`config.mk`:
```
export PLATFORM = sky130hd
export DESIGN_NAME = deadline_timer_table
export DESIGN_NICKNAME = d
export VERILOG_FILES = /design/src/hdl/dtt_pkg.sv /design/src/hdl/deadline_timer_table.sv /design/src/hdl/dtt_cell.sv
export SDC_FILE = /design/constraint.sdc
export NUM_CORES = 2
export LEC_CHECK = 0
export BUFFER_PORTS_ARGS = -buffer_cell sky130_fd_sc_hd__buf_2
export CORE_MARGIN = 1.5
export CORE_UTILIZATION = 29
export CTS_BUF_LIST = sky130_fd_sc_hd__clkbuf_8
export CTS_CLUSTER_SIZE = 20
export DETAILED_ROUTE_END_ITERATION = 12
export PLACE_DENSITY = 0.53
export SYNTH_ARGS = -nofsm -noshare
export SYNTH_HDL_FRONTEND = slang
export SYNTH_SLANG_ARGS = --single-unit
```
`constraint.sdc`:
```
create_clock -name aclk -period 7.4 [get_ports aclk]
set_clock_uncertainty 0.2 [all_clocks]
set_input_delay 1.48 -clock aclk [delete_from_list [all_inputs] [get_ports aclk]]
set_output_delay 1.48 -clock aclk [all_outputs]
set_load 0.02 [all_outputs]
```
`src/hdl/dtt_pkg.sv`:
```
// Shared types and constants for the deadline timer table.
// No dependencies; imported by every other file of the block.
`timescale 1ns / 1ps
`default_nettype none

package dtt_pkg;

    // Input opcodes, carried in s_tuser
    typedef enum logic [1:0] {
        OP_ARM    = 2'd0,
        OP_CANCEL = 2'd1,
        OP_QUERY  = 2'd2,
        OP_EXPIRE = 2'd3
    } op_t;

    // Result kinds, carried in m_tuser
    typedef enum logic [1:0] {
        KIND_ACK   = 2'd0,
        KIND_FIRED = 2'd1,
        KIND_WAIT  = 2'd2,
        KIND_NONE  = 2'd3
    } kind_t;

    // Write command broadcast to every cell
    typedef enum logic [1:0] {
        CELL_NOP    = 2'd0,
        CELL_ARM    = 2'd1,
        CELL_DISARM = 2'd2
    } cell_op_t;

    typedef enum logic [1:0] {
        ST_IDLE = 2'd0,
        ST_SCAN = 2'd1,
        ST_PUSH = 2'd2
    } state_t;

    localparam int          WAIT_BITS  = 48;
    localparam logic [47:0] WAIT_MAX   = 48'hFFFF_FFFF_FFFF;
    localparam int          FIRE_CNT_W = 5;
    localparam logic [4:0]  MAX_FIRES  = 5'd16;   // fires per expire beat

endpackage

`default_nettype wire

```
`src/hdl/deadline_timer_table.sv`:
```
// Top level of the deadline timer table: beat control and the cell row.
// Depends on dtt_pkg and dtt_cell.
`timescale 1ns / 1ps
`default_nettype none

// A table of NUM_TIMERS one-shot millisecond timers kept in a row of cells,
// one timer per cell. Each cell compares its own deadline with the running
// candidate from its left neighbor and registers the earlier one, so the
// earliest armed deadline (ties to the lower timer number) appears at the
// right end once a full sweep has passed every cell since the table last
// changed. Arm and cancel write the cell and stage an acknowledgement for
// the output register; query sweeps the row, stages its result and then
// loads the output register, as does expire when nothing is due.
// Expire with k timers due runs one sweep per search and holds each claimed
// timer until the next sweep settles its last flag; at most 16 timers fire
// per beat and the rest stay armed. Sink stalls add to each result's wait.
// A new input beat is taken once the previous one's last result sits in the
// output register, even if the sink has not taken it.
// Timer numbers at or above NUM_TIMERS are acknowledged and change nothing.

module deadline_timer_table #(
    parameter int NUM_TIMERS = 16,
    parameter int TIME_BITS  = 48
) (
    input  wire         aclk,
    input  wire         aresetn,
    // input beat
    input  wire         s_tvalid,
    output logic        s_tready,
    input  wire  [87:0] s_tdata,   // timer_id[3:0], delay_ms[35:4], now_ms[83:36], zero
    input  wire  [7:0]  s_tuser,   // opcode[1:0], zero
    // result beat
    output logic        m_tvalid,
    input  wire         m_tready,
    output logic [55:0] m_tdata,   // fired_id[3:0], wait_ms[51:4], zero
    output logic [7:0]  m_tuser,   // kind[1:0], zero
    output logic        m_tlast
);
    import dtt_pkg::*;

    localparam int IDX_BITS = $clog2(NUM_TIMERS);
    localparam int CNT_BITS = $clog2(NUM_TIMERS + 1);
    localparam logic [TIME_BITS-1:0] TIME_MAX = {TIME_BITS{1'b1}};

    // input field split
    op_t                  in_op;
    logic [3:0]           in_timer_id;
    logic [31:0]          in_delay;
    logic [TIME_BITS-1:0] in_now;
    logic [TIME_BITS:0]   arm_sum;
    logic [TIME_BITS-1:0] arm_deadline;
    logic                 in_range;

    assign in_op       = op_t'(s_tuser[1:0]);
    assign in_timer_id = s_tdata[3:0];
    assign in_delay    = s_tdata[35:4];
    assign in_now      = TIME_BITS'(s_tdata[83:36]);
    assign in_range    = (32'(in_timer_id) < NUM_TIMERS);
    assign arm_sum     = {1'b0, in_now} + (TIME_BITS + 1)'(in_delay);
    assign arm_deadline = arm_sum[TIME_BITS] ? TIME_MAX : arm_sum[TIME_BITS-1:0];

    // cell row
    cell_op_t             cell_op;
    logic [IDX_BITS-1:0]  cell_wr_id;
    logic [TIME_BITS-1:0] cell_wr_dl;
    logic                 chain_valid [0:NUM_TIMERS];
    logic [TIME_BITS-1:0] chain_dl    [0:NUM_TIMERS];
    logic [IDX_BITS-1:0]  chain_id    [0:NUM_TIMERS];

    assign chain_valid[0] = 1'b0;
    assign chain_dl[0]    = '0;
    assign chain_id[0]    = '0;

    for (genvar g = 0; g < NUM_TIMERS; g++) begin : g_cell
        dtt_cell #(
            .TIME_BITS (TIME_BITS),
            .IDX_BITS  (IDX_BITS),
            .CELL_ID   (g)
        ) u_cell (
            .aclk         (aclk),
            .aresetn      (aresetn),
            .cell_op      (cell_op),
            .wr_id        (cell_wr_id),
            .wr_deadline  (cell_wr_dl),
            .in_valid     (chain_valid[g]),
            .in_deadline  (chain_dl[g]),
            .in_id        (chain_id[g]),
            .out_valid    (chain_valid[g+1]),
            .out_deadline (chain_dl[g+1]),
            .out_id       (chain_id[g+1])
        );
    end

    // control state
    state_t               state_reg, state_next;
    logic [CNT_BITS-1:0]  cnt_reg, cnt_next;
    logic [TIME_BITS-1:0] now_reg, now_next;
    logic                 is_exp_reg, is_exp_next;
    logic                 have_pend_reg, have_pend_next;
    logic [IDX_BITS-1:0]  pend_id_reg, pend_id_next;
    logic [FIRE_CNT_W-1:0] fire_cnt_reg, fire_cnt_next;

    // staged result, waiting for the output register
    kind_t                res_kind_reg, res_kind_next;
    logic [3:0]           res_id_reg, res_id_next;
    logic [WAIT_BITS-1:0] res_wait_reg, res_wait_next;
    logic                 res_last_reg, res_last_next;

    // output register
    logic                 out_valid_reg, out_valid_next;
    kind_t                out_kind_reg, out_kind_next;
    logic [3:0]           out_id_reg, out_id_next;
    logic [WAIT_BITS-1:0] out_wait_reg, out_wait_next;
    logic                 out_last_reg, out_last_next;

    logic                 accept;
    logic                 scan_done;
    logic                 out_free;
    logic                 out_load;
    logic                 due;
    logic [TIME_BITS-1:0] wait_diff;
    logic [WAIT_BITS-1:0] wait_sat;

    assign accept   = s_tvalid && s_tready;
    assign out_free = !out_valid_reg || m_tready;

    // tail of the row: earliest armed timer after a full sweep
    assign due = chain_valid[NUM_TIMERS] && (chain_dl[NUM_TIMERS] <= now_reg)
                 && (fire_cnt_reg < MAX_FIRES);
    assign wait_diff = (chain_dl[NUM_TIMERS] > now_reg)
                       ? (chain_dl[NUM_TIMERS] - now_reg) : '0;
    assign wait_sat  = (wait_diff > TIME_BITS'(WAIT_MAX)) ? WAIT_MAX
                                                         : WAIT_BITS'(wait_diff);

    // next state
    always_comb begin
        state_next = state_reg;
        case (state_reg)
            ST_IDLE: begin
                if (s_tvalid) begin
                    if (in_op inside {OP_ARM, OP_CANCEL}) begin
                        state_next = ST_PUSH;
                    end else begin
                        state_next = ST_SCAN;
                    end
                end
            end
            ST_SCAN: begin
                if (cnt_reg == CNT_BITS'(NUM_TIMERS)) begin
                    if (is_exp_reg && !have_pend_reg && due) begin
                        state_next = ST_SCAN;
                    end else begin
                        state_next = ST_PUSH;
                    end
                end
            end
            ST_PUSH: begin
                if (out_free) begin
                    state_next = res_last_reg ? ST_IDLE : ST_SCAN;
                end
            end
            default: state_next = ST_IDLE;
        endcase
    end

    // FSM outputs
    always_comb begin
        s_tready  = 1'b0;
        scan_done = 1'b0;
        out_load  = 1'b0;
        case (state_reg)
            ST_IDLE: s_tready  = 1'b1;
            ST_SCAN: scan_done = (cnt_reg == CNT_BITS'(NUM_TIMERS));
            ST_PUSH: out_load  = out_free;
            default: ;
        endcase
    end

    // datapath
    always_comb begin
        cnt_next       = cnt_reg;
        now_next       = now_reg;
        is_exp_next    = is_exp_reg;
        have_pend_next = have_pend_reg;
        pend_id_next   = pend_id_reg;
        fire_cnt_next  = fire_cnt_reg;
        res_kind_next  = res_kind_reg;
        res_id_next    = res_id_reg;
        res_wait_next  = res_wait_reg;
        res_last_next  = res_last_reg;
        cell_op        = CELL_NOP;
        cell_wr_id     = IDX_BITS'(in_timer_id);
        cell_wr_dl     = arm_deadline;

        if (state_reg == ST_SCAN) begin
            cnt_next = cnt_reg + 1'b1;
        end

        if (accept) begin
            now_next       = in_now;
            is_exp_next    = (in_op == OP_EXPIRE);
            have_pend_next = 1'b0;
            fire_cnt_next  = '0;
            cnt_next       = '0;
            res_kind_next  = KIND_ACK;
            res_id_next    = '0;
            res_wait_next  = '0;
            res_last_next  = 1'b1;
            if (in_range && (in_op == OP_ARM)) begin
                cell_op = CELL_ARM;
            end else if (in_range && (in_op == OP_CANCEL)) begin
                cell_op = CELL_DISARM;
            end
        end

        if (scan_done) begin
            cnt_next = '0;
            if (!is_exp_reg) begin
                res_kind_next = chain_valid[NUM_TIMERS] ? KIND_WAIT : KIND_NONE;
                res_id_next   = '0;
                res_wait_next = chain_valid[NUM_TIMERS] ? wait_sat : '0;
                res_last_next = 1'b1;
            end else begin
                if (have_pend_reg) begin
                    // the held timer goes out; last unless another one is due
                    res_kind_next = KIND_FIRED;
                    res_id_next   = 4'(pend_id_reg);
                    res_wait_next = '0;
                    res_last_next = !due;
                end else if (!due) begin
                    res_kind_next = KIND_NONE;
                    res_id_next   = '0;
                    res_wait_next = '0;
                    res_last_next = 1'b1;
                end
                if (due) begin
                    cell_op        = CELL_DISARM;
                    cell_wr_id     = chain_id[NUM_TIMERS];
                    have_pend_next = 1'b1;
                    pend_id_next   = chain_id[NUM_TIMERS];
                    fire_cnt_next  = fire_cnt_reg + 1'b1;
                end
            end
        end

        if (out_load) begin
            cnt_next = '0;
        end
    end

    // output register
    always_comb begin
        out_valid_next = out_valid_reg;
        out_kind_next  = out_kind_reg;
        out_id_next    = out_id_reg;
        out_wait_next  = out_wait_reg;
        out_last_next  = out_last_reg;
        if (out_load) begin
            out_valid_next = 1'b1;
            out_kind_next  = res_kind_reg;
            out_id_next    = res_id_reg;
            out_wait_next  = res_wait_reg;
            out_last_next  = res_last_reg;
        end else if (m_tready) begin
            out_valid_next = 1'b0;
        end
    end

    always_ff @(posedge aclk) begin
        if (!aresetn) begin
            state_reg     <= ST_IDLE;
            cnt_reg       <= '0;
            is_exp_reg    <= 1'b0;
            have_pend_reg <= 1'b0;
            fire_cnt_reg  <= '0;
            res_last_reg  <= 1'b1;
            out_valid_reg <= 1'b0;
        end else begin
            state_reg     <= state_next;
            cnt_reg       <= cnt_next;
            is_exp_reg    <= is_exp_next;
            have_pend_reg <= have_pend_next;
            fire_cnt_reg  <= fire_cnt_next;
            res_last_reg  <= res_last_next;
            out_valid_reg <= out_valid_next;
        end
        now_reg      <= now_next;
        pend_id_reg  <= pend_id_next;
        res_kind_reg <= res_kind_next;
        res_id_reg   <= res_id_next;
        res_wait_reg <= res_wait_next;
        out_kind_reg <= out_kind_next;
        out_id_reg   <= out_id_next;
        out_wait_reg <= out_wait_next;
        out_last_reg <= out_last_next;
    end

    assign m_tvalid = out_valid_reg;
    assign m_tdata  = {4'b0, out_wait_reg, out_id_reg};
    assign m_tuser  = {6'b0, out_kind_reg};
    assign m_tlast  = out_last_reg;

endmodule

`default_nettype wire

```
`src/hdl/dtt_cell.sv`:
```
// One timer cell: holds a deadline and an armed flag, and passes the
// running earliest-deadline candidate on to the next cell. Uses dtt_pkg.
`timescale 1ns / 1ps
`default_nettype none

module dtt_cell #(
    parameter int TIME_BITS = 48,
    parameter int IDX_BITS  = 4,
    parameter int CELL_ID   = 0
) (
    input  wire                      aclk,
    input  wire                      aresetn,
    input  dtt_pkg::cell_op_t        cell_op,
    input  wire  [IDX_BITS-1:0]      wr_id,
    input  wire  [TIME_BITS-1:0]     wr_deadline,
    input  wire                      in_valid,
    input  wire  [TIME_BITS-1:0]     in_deadline,
    input  wire  [IDX_BITS-1:0]      in_id,
    output logic                     out_valid,
    output logic [TIME_BITS-1:0]     out_deadline,
    output logic [IDX_BITS-1:0]      out_id
);
    import dtt_pkg::*;

    logic                 armed_reg, armed_next;
    logic [TIME_BITS-1:0] deadline_reg, deadline_next;
    logic                 cand_valid_reg, cand_valid_next;
    logic [TIME_BITS-1:0] cand_dl_reg, cand_dl_next;
    logic [IDX_BITS-1:0]  cand_id_reg, cand_id_next;
    logic                 hit;
    logic                 take;

    assign hit  = (wr_id == IDX_BITS'(CELL_ID));
    // strict compare keeps the lower-numbered timer on a tie
    assign take = armed_reg && (!in_valid || (deadline_reg < in_deadline));

    always_comb begin
        armed_next    = armed_reg;
        deadline_next = deadline_reg;
        if (hit && (cell_op == CELL_ARM)) begin
            armed_next    = 1'b1;
            deadline_next = wr_deadline;
        end else if (hit && (cell_op == CELL_DISARM)) begin
            armed_next = 1'b0;
        end
        if (take) begin
            cand_valid_next = 1'b1;
            cand_dl_next    = deadline_reg;
            cand_id_next    = IDX_BITS'(CELL_ID);
        end else begin
            cand_valid_next = in_valid;
            cand_dl_next    = in_deadline;
            cand_id_next    = in_id;
        end
    end

    always_ff @(posedge aclk) begin
        if (!aresetn) begin
            armed_reg      <= 1'b0;
            cand_valid_reg <= 1'b0;
        end else begin
            armed_reg      <= armed_next;
            cand_valid_reg <= cand_valid_next;
        end
        deadline_reg <= deadline_next;
        cand_dl_reg  <= cand_dl_next;
        cand_id_reg  <= cand_id_next;
    end

    assign out_valid    = cand_valid_reg;
    assign out_deadline = cand_dl_reg;
    assign out_id       = cand_id_reg;

endmodule

`default_nettype wire

```
==> summary.txt <==
Routing
  • Final WL: slightly below 200 mm
  • Post-route DRC violation count: 0
  • Routed len/inst: between 15 and 20 um
  • Vias/cell: between 4 and 5
  • 1st-iter DRT viols: roughly 2500
  • DR pass1 iterations: 6
  • Vias: approximately 54000
  • Final ANT Viol Nets: 0

STA
  • Final-report max-slew violation count: 0
  • Minimum clock period: just over 5000 ps
  • Worst slew pin tran: between 1000 and 1500 ps
  • Hold Fails Final Rpt: 0
  • # setup viols final: 0
  • Max-slew headroom: ~14%
  • Total negative setup slack: 0 ps
  • Period utilisation layout: around 70%
  • RSZ-0062 raised after global routing: false
  • Fmax: 0.194 GHz

Synth
  • Synth Area in Simple Gates: roughly 9.1%
  • Compound-cell area share of the yosys netlist: 11.3%
  • Post-synth EDFFs: 875
  • Post-synthesis mux area share: roughly 8%
  • Synth Flop Type: dfxtp_1
  • Synth Area in Adders: between 10% and 20%
  • Largest family of logic cells by synthesized area: adder cells
  • Mean Syn Cell Area: 11.6 um2
  • Sequential share of the synthesized area: between 50% and 60%
  • Mapped Area: between 80000 and 90000 um2
  • Async SR Flop Fraction: 0%
  • Synth Warn #: 0
  • Gate Count Post-Synth: between 7000 and 8000
  • Cell variety after synth: 83
  • XOR/XNOR Fraction of Synth Area: less than 1%
  • Flop and latch count out of synthesis: 1794

Die
  • Std-Cell Rows: 196
  • Die Y: ~540 um
  • CORE AREA: 285000 um2
  • Initial core utilization: between 20 and 30%
  • IO Pins: between 150 and 200
  • Die area: just under 300000 um2
  • Chip width: 538 um

Setup path
  • CP Launch Type: input pin
  • CP peak stage delay: 730 ps
  • Required @ worst endpoint: between 7000 and 8000 ps
  • CP Buf/Inv Count: 3
  • CP Depth: 14
  • Delay-heaviest family, CP: compound AO/OA/AOI/OAI gates
  • Reg2reg path depth: 10
  • Slowest-stage cell, CP: nand2_1
  • Reg2Reg Capture Point: g_cell[6].u_cell.armed_reg
  • Critical path type: input pin to flop
  • Setup slack, reg-to-reg: between 2000 and 3000 ps
  • Cell repeated most along the worst path: nand2_1
  • CP Cell Sequence: buf_2 -> ha_1 -> inv_1 -> fa_1 -> nor2b_1 -> o31a_1 -> nor3_1 -> o21ai_0 -> a211oi_2 -> o211a_1 -> o31ai_1 -> buf_4 -> nand2_1 -> nand2_1
  • CP startpoint: s_tdata[36]
  • Reg2reg start: now_reg[11]
  • Critical Path Fanout Max: 16
  • Crit path DAT: approximately 5600 ps
  • Critical path capture point type: flop
  • Crit path capture: g_cell[6].u_cell.deadline_reg[16]

Power
  • Leakage: approximately 36 nW
  • Cell area power density: ~220 nW/um2
  • VDD IR max: approximately 0.2 mV

Status
  • Status: finished, final reports clean

CTS
  • Reg clk slew, reported paths: about 60 ps
  • Clk buf depth: 4
  • Post-CTS Hold Buffers: 0
  • Skew-Pair Late Insertion Delay: roughly 1000 ps
  • # resized after CTS: 0
  • Total CTS buffers: around 310
  • Setup bufs post-CTS: 0
  • Root buf cell: clkbuf_8
  • CTS HTree Levels: 5
  • CTS tree: done
  • CTS Sinks: between 1500 and 2000

Worst hold path
  • Worst hold-check path type: flop to flop

Finish
  • Final cell count without fillers: between 10000 and 15000
  • Layout cells sized above 1: roughly 17%
  • P&R area growth vs syn: 13.8%
  • Final Cell Area: about 94000 um2
  • Fin nets: around 8300

Place
  • GPL Wtd Cong: between 0.8 and 0.9
  • Placed Cells: around 11000
  • Cell area after placement: slightly below 90000 um2
  • HPWL Detailed: 143 mm
  • IO Port Bufs: around 150

Global route
  • First-pass GRT wire length: between 300 and 400 mm
  • GRT overflow: 0
  • Largest net degree at the start of global routing: roughly 100
  • Vias in the first global route: between 50000 and 60000
  • GRT Total Usage: a little over an eighth
  • Initial antenna violation count: 7

Flow run
  • MaxCap Viol Count: 0
layer usage:
metal	up-vias	global-route usage [%]	share of wire, %
li1	26500	-	-
met3	394	2.52	4.5
met4	2	4.57	3.0
met5	-	0	0.0073
met2	1224	24.2	51
met1	25800	15.0	42
layout make-up:
type,instances,area (um2)
Timing Repair Buffer,243,1470
Tap cell,3762,4710
Multi-Input combinational cell,4274,34300
Fill cell,28200,190000
Clock buffer,359,4940
Antenna cell,3,7.51
Sequential cell,1794,44700
Inverter,812,3050
Clock inverter,187,1090
placed cells by master (no fill, tap or decap), types with 52 or more instances in the layout:
cell type    n
and2_1      65
a41oi_1     54
clkbuf_8   359
o2111ai_1   54
ha_1       788
nor2_1     127
nand3_1    345
o21a_1      52
nor2b_1     59
o211ai_1   126
nand2_1    437
and3_1     117
edfxtp_1   875
buf_2      146
o21ai_0    135
mux2_2     563
dfxtp_1    919
nand4_1    150
buf_4       96
inv_1      905
a21oi_1    259
a21o_1     313
where the power goes:
group / leakage [nW] / switching, mW / total, mW / internal (mW)
sequential: 15.4 / 0.0912 / 10.8 / 10.7
combinational: 16.7 / 0.900 / 1.37 / 0.469
clock: 3.48 / 3.98 / 8.78 / 4.80
total: 35.6 / 4.97 / 21.0 / 16.0
synth_stat cells (117+ instances only):
cell type | count | share of area [%]
nand4_1 | 150 | 1.1
a21o_1 | 313 | 2.8
clkbuf_1 | 188 | 0.85
and3_1 | 117 | 0.88
nor2_1 | 136 | 0.62
edfxtp_1 | 875 | 32
inv_1 | 812 | 3.7
ha_1 | 788 | 12
nand3_1 | 345 | 2.1
nand2_1 | 437 | 2.0
mux2_2 | 563 | 7.6
dfxtp_1 | 919 | 22
a21oi_1 | 264 | 1.6
o211ai_1 | 126 | 1.1
o21ai_0 | 141 | 0.85
stage by stage:
| stage | total power [mW] | setup WS [ps] | utilization (%) | hold WS (ps) |
|---|---|---|---|---|
| final | 21.0 | 2240 | 33.1 | 189 |
| after global routing | 21.9 | 1890 | 33.1 | 214 |
| after CTS | 21.3 | 2200 | 33.1 | 184 |
| after detailed placement | 12.4 | 1130 | 31.0 | 193 |
| after global placement | 12.4 | 1150 | 31.0 | 198 |
| after floorplan | 11.8 | 862 | - | 186 |
cells by family (layout without fill, tap and decap cells):
| group | Yosys count | in the layout |
|---|---|---|
| simple gates | 1487 | 1487 |
| mux | 581 | 581 |
| flops | 1794 | 1794 |
| buf+inv | 1100 | 1601 |
| fa+ha+maj | 790 | 790 |
| xor+xnor | 67 | 67 |
| other cells | 1 | 13 |
| compound gates | 1339 | 1339 |
how the worst min path moves through the flow:
| stage | start | to | depth (start not counted) |
|---|---|---|---|
| floorplan | g_cell[13].u_cell.out_id[1] | g_cell[14].u_cell.out_id[1] | 1 |
| global placement | g_cell[14].u_cell.out_id[3] | g_cell[15].u_cell.out_id[3] | 1 |
| detailed placement | g_cell[2].u_cell.out_id[0] | g_cell[3].u_cell.out_id[0] | 1 |
| CTS | g_cell[8].u_cell.out_id[0] | g_cell[9].u_cell.out_id[0] | 1 |
| global route | g_cell[8].u_cell.out_id[0] | g_cell[9].u_cell.out_id[0] | 1 |
| finish | g_cell[8].u_cell.out_id[0] | g_cell[9].u_cell.out_id[0] | 1 |
worst reg2reg max path, cell delays in order (launching register included):
cell and delay [ps]:
edfxtp_1 410, inv_1 60, ha_1 420, nand2_1 140, or3_1 490, nor4_1 790
nor2_1 120, o21ai_2 210, nand4_1 750, nor3b_1 1000, a31oi_1 180
Note: power is estimated with default switching activity, not from simulation.
